File: src/hw/rtl/pf2d_pkg.sv
`default_nettype none
// ----------------------------------------------------------------------------
// Pareto frontier package
// Shared constants and types of the 2-D Pareto frontier block.
// ----------------------------------------------------------------------------
package pf2d_pkg;
  localparam int CAPACITY   = 64;
  localparam int COORD_BITS = 20;
  localparam int IDX_BITS   = $clog2(CAPACITY);
  localparam int CNT_BITS   = $clog2(CAPACITY + 1);
  localparam int SIZE_BITS  = 7;
  localparam int SUM_BITS   = 32;

  typedef logic [COORD_BITS-1:0] coord_t;
  typedef logic [IDX_BITS-1:0]   idx_t;
  typedef logic [CNT_BITS-1:0]   cnt_t;

  typedef struct packed {
    coord_t x;
    coord_t y;
  } point_t;
endpackage
`default_nettype wire

File: src/hw/rtl/pareto_frontier_2d_insert.sv
`default_nettype none
// ----------------------------------------------------------------------------
// Incremental 2-D Pareto frontier
// Keeps a staircase of points sorted by x with y falling, one point per x.
// ----------------------------------------------------------------------------
// Input transactions (in_px, in_py, in_new_set) and result transactions
// (out_frontier_size, out_running_total, out_overflow) use valid/ready.
// Each input transaction yields exactly one result transaction.
// The points live in a single-port-read memory with a registered read. A point
// is located by a scan from the lowest entry, one entry per cycle; then the
// entries above are moved by a read-modify-write sweep, each entry read in
// S_MRD and written in S_MWR. A new input is taken only in S_IDLE, which the
// block reaches as the result is presented, so it takes no new item before it
// is through with the last. A new-set item starts from an empty table.
// Reset empties the table and the running sum at once; no clearing pass is
// needed since only entries below the count are ever used.
// The result is held in an output register; while the receiver stalls, the
// block finishes the next item's work only after that register is free.
// ----------------------------------------------------------------------------
module pareto_frontier_2d_insert
  import pf2d_pkg::*;
(
  input  wire logic                 clk,
  input  wire logic                 rst_n,
  input  wire logic                 in_valid,
  output logic                      in_ready,
  input  wire logic [COORD_BITS-1:0] in_px,
  input  wire logic [COORD_BITS-1:0] in_py,
  input  wire logic                 in_new_set,
  output logic                      out_valid,
  input  wire logic                 out_ready,
  output logic [SIZE_BITS-1:0]      out_frontier_size,
  output logic [SUM_BITS-1:0]       out_running_total,
  output logic                      out_overflow
);
  typedef enum logic [5:0] {
    S_IDLE  = 6'b000001,
    S_SCAN  = 6'b000010,
    S_BACK  = 6'b000100,
    S_MRD   = 6'b001000,
    S_MWR   = 6'b010000,
    S_DONE  = 6'b100000
  } state_t;

  state_t state_r, state_nxt;
  coord_t x_r, y_r;
  cnt_t   cnt_r, cnt_nxt;
  logic [SUM_BITS-1:0] sum_r, sum_nxt;
  cnt_t   lo_r, lo_nxt;     // first entry with x >= new x
  cnt_t   j_r, j_nxt;       // first entry removed (y <= new y)
  cnt_t   src_r, src_nxt;   // move source
  cnt_t   dst_r, dst_nxt;   // move destination
  cnt_t   newn_r, newn_nxt;
  logic   ovf_r, ovf_nxt;
  logic   jfound_r, jfound_nxt;
  logic   eqx_r, eqx_nxt;
  logic   ov_r, ov_nxt;
  logic [SIZE_BITS-1:0] osz_r, osz_nxt;
  logic [SUM_BITS-1:0]  osum_r, osum_nxt;
  logic   oovf_r, oovf_nxt;

  logic   we;
  idx_t   waddr, raddr;
  point_t wdata, rdata;
  cnt_t   rd_cnt;

  pf2d_ram u_ram (
    .clk     (clk),
    .we      (we),
    .waddr   (waddr),
    .wdata   (wdata),
    .raddr   (raddr),
    .rdata_r (rdata)
  );

  assign raddr = rd_cnt[IDX_BITS-1:0];
  assign in_ready = (state_r == S_IDLE);
  assign out_valid = ov_r;
  assign out_frontier_size = osz_r;
  assign out_running_total = osum_r;
  assign out_overflow = oovf_r;

  // The scan reads entry lo_r each cycle; lo_r is the entry in rdata.
  // While scanning, j tracks the lowest index of a trailing run of y <= new y.
  always_comb begin
    logic [SUM_BITS:0] s;
    logic dominated;
    state_nxt = state_r;
    cnt_nxt = cnt_r; sum_nxt = sum_r;
    lo_nxt = lo_r; j_nxt = j_r; src_nxt = src_r; dst_nxt = dst_r;
    newn_nxt = newn_r; ovf_nxt = ovf_r; jfound_nxt = jfound_r; eqx_nxt = eqx_r;
    ov_nxt = ov_r; osz_nxt = osz_r; osum_nxt = osum_r; oovf_nxt = oovf_r;
    we = 1'b0; waddr = '0; wdata = '0; rd_cnt = lo_r;
    s = '0; dominated = 1'b0;
    if (ov_r && out_ready) begin
      ov_nxt = 1'b0;
    end
    case (state_r)
      S_IDLE: begin
        rd_cnt = '0;
        if (in_valid) begin
          if (in_new_set) begin
            cnt_nxt = '0;
            sum_nxt = '0;
          end
          lo_nxt = '0;
          j_nxt = '0;
          jfound_nxt = 1'b0;
          ovf_nxt = 1'b0;
          eqx_nxt = 1'b0;
          state_nxt = S_SCAN;
        end
      end
      S_SCAN: begin
        // rdata holds entry lo_r when lo_r < count
        if (lo_r < cnt_r && rdata.x < x_r) begin
          if (rdata.y <= y_r) begin
            if (!jfound_r) begin
              j_nxt = lo_r;
              jfound_nxt = 1'b1;
            end
          end else begin
            jfound_nxt = 1'b0;
          end
          lo_nxt = lo_r + cnt_t'(1);
          rd_cnt = lo_r + cnt_t'(1);
        end else begin
          dominated = (lo_r < cnt_r) && (rdata.y > y_r);
          if (!jfound_r) begin
            j_nxt = lo_r;
          end
          state_nxt = S_BACK;
          if (dominated) begin
            newn_nxt = cnt_r;
            state_nxt = S_DONE;
          end else if ((lo_r < cnt_r) && (rdata.x == x_r)) begin
            eqx_nxt = 1'b1;
          end
        end
      end
      S_BACK: begin
        // j_r = first removed, lo_r = first kept above
        if (eqx_r) begin
          we = 1'b1;
          waddr = j_r[IDX_BITS-1:0];
          wdata = '{x: x_r, y: y_r};
          newn_nxt = cnt_r - (lo_r - j_r);
          src_nxt = lo_r + cnt_t'(1);
          dst_nxt = j_r + cnt_t'(1);
          state_nxt = (lo_r != j_r) ? S_MRD : S_DONE;
        end else if (lo_r == j_r && cnt_r >= cnt_t'(CAPACITY)) begin
          ovf_nxt = 1'b1;
          newn_nxt = cnt_r;
          state_nxt = S_DONE;
        end else if (lo_r == j_r) begin
          // shift up from the top: src walks down
          newn_nxt = cnt_r + cnt_t'(1);
          src_nxt = cnt_r;
          dst_nxt = cnt_r;
          state_nxt = S_MRD;
        end else begin
          we = 1'b1;
          waddr = j_r[IDX_BITS-1:0];
          wdata = '{x: x_r, y: y_r};
          newn_nxt = cnt_r + cnt_t'(1) - (lo_r - j_r);
          src_nxt = lo_r;
          dst_nxt = j_r + cnt_t'(1);
          state_nxt = (lo_r - j_r == cnt_t'(1)) ? S_DONE : S_MRD;
        end
      end
      S_MRD: begin
        if (!eqx_r && lo_r == j_r) begin
          // upward shift: move entry src-1 to src, down to lo
          if (src_r == lo_r) begin
            we = 1'b1;
            waddr = lo_r[IDX_BITS-1:0];
            wdata = '{x: x_r, y: y_r};
            state_nxt = S_DONE;
          end else begin
            rd_cnt = src_r - cnt_t'(1);
            state_nxt = S_MWR;
          end
        end else if (src_r >= cnt_r) begin
          state_nxt = S_DONE;
        end else begin
          rd_cnt = src_r;
          state_nxt = S_MWR;
        end
      end
      S_MWR: begin
        we = 1'b1;
        wdata = rdata;
        if (!eqx_r && lo_r == j_r) begin
          waddr = src_r[IDX_BITS-1:0];
          src_nxt = src_r - cnt_t'(1);
        end else begin
          waddr = dst_r[IDX_BITS-1:0];
          src_nxt = src_r + cnt_t'(1);
          dst_nxt = dst_r + cnt_t'(1);
        end
        state_nxt = S_MRD;
      end
      S_DONE: begin
        if (!ov_r || out_ready) begin
          s = {1'b0, sum_r} + (SUM_BITS+1)'(newn_r);
          sum_nxt = s[SUM_BITS] ? '1 : s[SUM_BITS-1:0];
          cnt_nxt = newn_r;
          ov_nxt = 1'b1;
          osz_nxt = SIZE_BITS'(newn_r);
          osum_nxt = sum_nxt;
          oovf_nxt = ovf_r;
          state_nxt = S_IDLE;
        end
      end
      default: state_nxt = S_IDLE;
    endcase
  end

  always_ff @(posedge clk) begin
    if (!rst_n) begin
      state_r <= S_IDLE;
      cnt_r <= '0;
      sum_r <= '0;
      ov_r <= 1'b0;
    end else begin
      state_r <= state_nxt;
      cnt_r <= cnt_nxt;
      sum_r <= sum_nxt;
      ov_r <= ov_nxt;
    end
  end

  always_ff @(posedge clk) begin
    if (state_r == S_IDLE && in_valid) begin
      x_r <= in_px;
      y_r <= in_py;
    end
    lo_r <= lo_nxt; j_r <= j_nxt; src_r <= src_nxt; dst_r <= dst_nxt;
    newn_r <= newn_nxt; ovf_r <= ovf_nxt; jfound_r <= jfound_nxt; eqx_r <= eqx_nxt;
    osz_r <= osz_nxt; osum_r <= osum_nxt; oovf_r <= oovf_nxt;
  end
endmodule
`default_nettype wire

File: src/hw/rtl/pf2d_ram.sv
`default_nettype none
// ----------------------------------------------------------------------------
// Pareto frontier point memory
// Single write port, single registered read port holding the sorted points.
// ----------------------------------------------------------------------------
module pf2d_ram
  import pf2d_pkg::*;
(
  input  wire logic   clk,
  input  wire logic   we,
  input  wire idx_t   waddr,
  input  wire point_t wdata,
  input  wire idx_t   raddr,
  output point_t      rdata_r
);
  point_t mem [CAPACITY];

  always_ff @(posedge clk) begin
    if (we) begin
      mem[waddr] <= wdata;
    end
    rdata_r <= mem[raddr];
  end
endmodule
`default_nettype wire
File: config.mk
export PLATFORM = sky130hd
export DESIGN_NAME = pareto_frontier_2d_insert
export DESIGN_NICKNAME = d
export VERILOG_FILES = /design/src/hw/rtl/pf2d_pkg.sv /design/src/hw/rtl/pareto_frontier_2d_insert.sv /design/src/hw/rtl/pf2d_ram.sv
export SDC_FILE = /design/constraint.sdc
export NUM_CORES = 2
export LEC_CHECK = 0
export BUFFER_PORTS_ARGS = -buffer_cell sky130_fd_sc_hd__buf_4
export CAP_MARGIN = 25
export CORE_UTILIZATION = 57
export DETAILED_ROUTE_END_ITERATION = 10
export GPL_TIMING_DRIVEN = 0
export PLACE_DENSITY = 0.76
export SLEW_MARGIN = 40
export SYNTH_ARGS = -nofsm -noshare
export SYNTH_HDL_FRONTEND = slang
export SYNTH_HIERARCHICAL = 1
export SYNTH_SLANG_ARGS = --single-unit
File: constraint.sdc
create_clock -name clk -period 6 [get_ports clk]
set_clock_uncertainty 0.2 [all_clocks]
set_input_delay 0.6 -clock clk [delete_from_list [all_inputs] [get_ports clk]]
set_output_delay 0.6 -clock clk [all_outputs]
set_load 0.005 [all_outputs]
# == Word level (Yosys, flattened, before mapping) ==
# Memory sizes are Yosys's and may differ from the RTL's. A register that Yosys moved wholly into a read port is not among the register bits.
# Cells that the tools add are included.
# W data, S select, Z words.
# word_totals
reg_bits,164
ram_bits,2560
in_bits,45
out_inout_bits,42
wordCells,168
mem_count,1
# classes
n_addsub,10
magnitude_cmp,6
n_eq_ne,24
muxes,84
reduce_logical,26
# mem_list
name,words,width,read_ports,rd_ports_with_merged_regs,wr,line,text
u_ram.mem,64,40,1,1,1,pf2d_ram.sv:16,point_t mem [CAPACITY];
# op_table
operator,n
$mux W40,5
$mux W7,21
$mux W32,4
$mux W6,21
$pmux W40 S3,1
$pmux W7 S2,6
$pmux W32 S2,1
$pmux W6 S3,2
$pmux W6 S6,1
$add A7 B1 Y7 const B,5
$add A32 B7 Y33,1
$sub A7 B7 Y7,3
$eq A20 B20 Y1,1
$gt A20 B20 Y1,1
$le A20 B20 Y1,1
$lt A20 B20 Y1,1
$ne A2 B2 Y1 const B,10
$mux W1,18
$reduce_and A3 Y1,5
$eq A7 B7 Y1,2
$reduce_bool A2 Y1,5
$reduce_and A4 Y1,2
$eq A7 B1 Y1 const B,1
$ge A7 B7 Y1,1
19 further kinds,31

# == Longest topological paths before layout ==
# depth
depth_word,7
mapped_depth,22
ltp_nobuf,16

# == Hierarchy ==
# The synthesis kept the hierarchy.
# by_module_without_submodules
module,n_inst,cells_each,area_per_inst_um2,seq_area_each_um2
pf2d_ram,1,4136,97765.0,77674.5
pareto_frontier_2d_insert,1,1109,10615.2,4434.3

# == Least setup slack after synthesis ==
# Ideal clock, no wire load.
# synth_path
kind,register -> register
start,register lo_r[0]
end,memory u_ram/mem[32][0] in the netlist's numbering (enable)
setup_ns,0.487
arrival_time_ns,5.736
required_time_ns,5.313
path_slack_ns,-0.423
stages_incl_launch_ff,13
n_path_buf,3
synth_period_minus_slack_ns,6.423
path_cell_list,edfxtp_1 -> clkbuf_1 -> inv_1 -> ha_1 -> nand2_1 -> nor4_2 -> nand2_1 -> clkbuf_1 -> nor2_1 -> a221o_1 -> clkbuf_1 -> nand4b_1 -> nor3_1
# synth_between
elab_cells_between_ends,19
classes_between,eq/ne: 2; mux: 15; reduce/logical: 2
# synth_lines
item,line,text
from (decl),pareto_frontier_2d_insert.sv:49,"cnt_t lo_r, lo_nxt;"
from (signal assigned),pareto_frontier_2d_insert.sv:238,lo_r <= lo_nxt; j_r <= j_nxt; src_r <= src_nxt; dst_r <= dst_nxt;
$eq A7 B7 Y1,--,
$mux W6 / $logic_and A1 B1 Y1 (equally long branches),"pareto_frontier_2d_insert.sv:155, pareto_frontier_2d_insert.sv:151",
$mux W6,pareto_frontier_2d_insert.sv:151,end else if (lo_r == j_r && cnt_r >= cnt_t'(CAPACITY)) begin
$mux W6,pareto_frontier_2d_insert.sv:143,if (eqx_r) begin
$pmux W6 S3 *,pareto_frontier_2d_insert.sv:98,case (state_r)
via waddr[5],pareto_frontier_2d_insert.sv:63,"idx_t waddr, raddr;"
to (decl),pf2d_ram.sv:16,
# The timed path passes the listed nets; every way through them passes the cells marked *.

# == Final worst setup path ==
# layout_path
start,"register, netlist name u_ram/rdata_r[38]"
end,"register, netlist name u_ram/rdata_r[29]"
# layout_between
elab_chain_cells,4
# layout_rtl
item,line,text
$lt A20 B20 Y1,pareto_frontier_2d_insert.sv:116,if (lo_r < cnt_r && rdata.x < x_r) begin
$logic_and A1 B1 Y1,pareto_frontier_2d_insert.sv:116,
$mux W7,--,
$pmux W6 S3,pareto_frontier_2d_insert.sv:98,
via rd_cnt[0],pareto_frontier_2d_insert.sv:65,cnt_t rd_cnt;
# The timed path passes the listed nets, and every way through them passes these cells.
# A chain may end at the register's enable or synchronous reset.

==> impl_metrics.toml <==
[floorplan]
rows = 159
start_util_pct = 57.53
die_y_um = 438.1
io_pins = 87
die_area_mm2 = 0.1919
core_area_mm2 = 0.1884
die_w_um = 438.1

[yosys]
syn_area_mm2 = 0.1084
ys_warn_count = 6
synth_edf_count = 2677
yosys.area.top_type = "edfxtp_1"
syn_inst = 5245
synthTopCellsByArea = "edfxtp_1 74%, mux4_2 14%, dfxtp_1 1.6%, o22ai_1 0.99%, ha_1 0.95%"
synth-seq-area-share_pct = 75.76
synth_flop_cell = "edfxtp_1"
synth-seq-cells = 2763
synth_top_area_share_pct = 74.17
syn_avg_cell_area_um2 = 20.66
ys_async_sr_fraction_pct = 0
synth_nets = 5376
synthDistinctLibCells = 75

[final_layout]
layout-drive-gt1-share_pct = 29.90
layout_common_cells = "2677 x edfxtp_1, 654 x mux4_2, 289 x clkbuf_16"
final_common_cell = "edfxtp_1"
area_delta_synth_final_pct = 18.48
final-instance-count-excl-fill = 8636
nets = 6074

[detailed_routing]
drc = 0
ant_nets = 0
vias_per_cell = 7.072
totalWireLength_mm = 330.7
vias = 61080
drt_pre_antenna_iters = 6
routedWlPerCell_um = 38.29
drtIter0Drc = 10040

[global_routing]
antenna_found_initial = 15
grt_pass1_vias = 60790
grt_start_max_net_pins = 65
overflow = 0
grt_pass1_wl_mm = 458.1
grt_usage_pct = 34.55

[place]
dp_hpwl_mm = 216.0
place.gp.congestion = 0.9301
place_ws_ns = -2.037
dp_cells = 8084
portBuffers = 86

[clock_network]
cts_tree = "yes"
clk_pin_slew_ns = 0.07
cts.path.max_buffers = 4
htree_levels = 5
clk_latency_ns = 0.92
numCtsBuffers = 279
cts_root_buf = "clkbuf_16"
clock_sinks = 2763

[power]
ir_worst_vdd_uv = 330.6
clkPwrFrac_pct = 35.0
intPower_uw = 33830
p_leak_uw = 0.04673
swShare_pct = 28.27
share_seq_of_total_power_pct = 45.4
power_density_mw_per_mm2 = 367.2
power_frac_comb_pct = 19.6
p_sw_uw = 13330

[critical_path]
crit_type = "reg -> reg"
cp.arrival_ns = 6.71
end_kind = "flop"
required_ns = 6.58
worst_setup_path_start_kind = "flop"
rrSetupSlack_ns = -0.13
r2r.worst_path.cells = 20
crit_fanout = 10

[timing]
grt_setup_unrepaired = "yes"
slew_headroom_pct = 43.56
hold_violations = 0
timing.fmax_mhz = 163.1
period_share_pct = 102.2
tightest_slew_ns = 0.8467
min_period_ns = 6.130
fin_setup_tns_ns = -0.1681
finalSetupViolations = 5
drv_slew = 0
finalWorstSetupSlack_ns = -0.1298

[hold_path]
min_path_cells = 2
hp-class = "in -> reg"

[status]
status = "finished with violations"
violations = "negative setup slack"

[job]
max_cap_violations = 0
[registers in the layout, summed over array words and instances (netlist names), 6 cells and up]
register	cells
cnt_r	7
newn_r	7
lo_r	7
j_r	7
out_frontier_size	7
sum_r	32
u_ram/rdata_r	40
dst_r	6
y_r	20
u_ram/mem	2560
x_r	20
src_r	7
state_r	6
out_running_total	32
[area by class of cell]
type	instances	area (µm²)
Sequential cell	2763	82110
Fill cell	10890	59990
Multi-Input combinational cell	2112	26080
Clock buffer	363	7530
Timing Repair Buffer	421	6514
Tap cell	2495	3122
Buffer	280	1869
Clock inverter	106	842.1
Inverter	86	324.1
Antenna cell	10	25.02
[per-stage QoR]
step	util [%]	hold slack (ns)	power (µW)	instance area [µm²]
detailed placement	62.84	0.2430	30030	118400
CTS	67.90	0.1574	46640	127900
global placement	59.53	0.2344	29680	112200
finish	68.16	0.1954	47160	128400
global route	68.15	0.1989	47990	128400
floorplan	-	0.2003	26410	108400
[power by group through the flow]
stage | registers, µW | logic (µW) | clock network [µW]
CTS | 21400 | 8700 | 16600
floorplan | 21600 | 4780 | 0
finish | 21400 | 9230 | 16500
detailed placement | 21800 | 8240 | 0
global route | 21400 | 9360 | 17200
global placement | 21800 | 7920 | 0
[cells in the mapped netlist (24+ instances only)]
library cell	n
buf_4	54
xor2_1	26
buf_1	31
ha_1	82
nor4_1	33
buf_2	69
o21ai_0	94
nor2b_1	24
inv_1	85
edfxtp_1	2677
xnor2_1	37
clkbuf_1	116
dfxtp_1	86
o22ai_1	172
nand3_1	58
mux2i_1	93
and3_1	25
a21o_1	27
nor2_1	166
a22o_1	59
nand2_1	136
nor3_1	44
a21oi_1	96
mux4_2	654
[critical path, stage by stage, from the launching register on]
cell,delay (ns)
dfxtp_1,0.47
ha_1,0.37
nand4_1,0.26
nor3_4,0.36
nand4_1,0.27
o211ai_1,0.35
a211oi_4,0.15
buf_4,0.21
a21oi_1,0.13
o21ai_0,0.15
o311ai_4,0.18
buf_4,0.30
buf_6,0.25
buf_6,0.28
buf_6,0.29
or3_1,0.15
clkbuf_1,0.36
o221ai_1,0.23
a21oi_1,0.39
a21oi_1,0.11
nor2_2,0.42
[routing by layer]
metal	up-vias	global-route usage [%]	share of wire (%)
met3	1307	10.27	13
li1	23330	-	-
met5	-	0	0.0088
met1	30910	41.53	31
met4	4	22.60	8.0
met2	5529	54.68	47
[cells by family (layout without fill, tap and decap cells)]
kind of cell / count (synthesis) / count (layout) / share of synthesized area [%]
AO/OA/AOI/OAI: 620 / 620 / 3.840
XOR/XNOR: 64 / 64 / 0.5299
adder cells (fa/ha/maj): 90 / 90 / 1.059
buffers and inverters: 370 / 1256 / 1.639
flip-flops: 2763 / 2763 / 75.76
multiplexers: 761 / 761 / 14.60
other: 0 / 10 / 0
AND/OR/NAND/NOR: 577 / 577 / 2.574
[repair_timing]
| item | in CTS | in global routing |
|---|---|---|
| gates resized for setup | 176 | 114 |
| hold buffers | 43 | 0 |
| hold endpoints to repair | 44 | 0 |
| endpoints found under the setup margin | 2532 | 768 |
| pin swaps | 11 | 15 |
| buffers inserted | 21 | 10 |
[worst paths after layout]
| kind | start | endpoint |
|---|---|---|
| worst max register to register | u_ram/rdata_r[38] | u_ram/rdata_r[29] |
| worst max-delay path | u_ram/rdata_r[38] | u_ram/rdata_r[29] |
| worst min-delay path | in_py[8] | y_r[8] |
| worst min register to register | ovf_r | out_overflow |
Note: power is estimated with default switching activity, not from simulation.
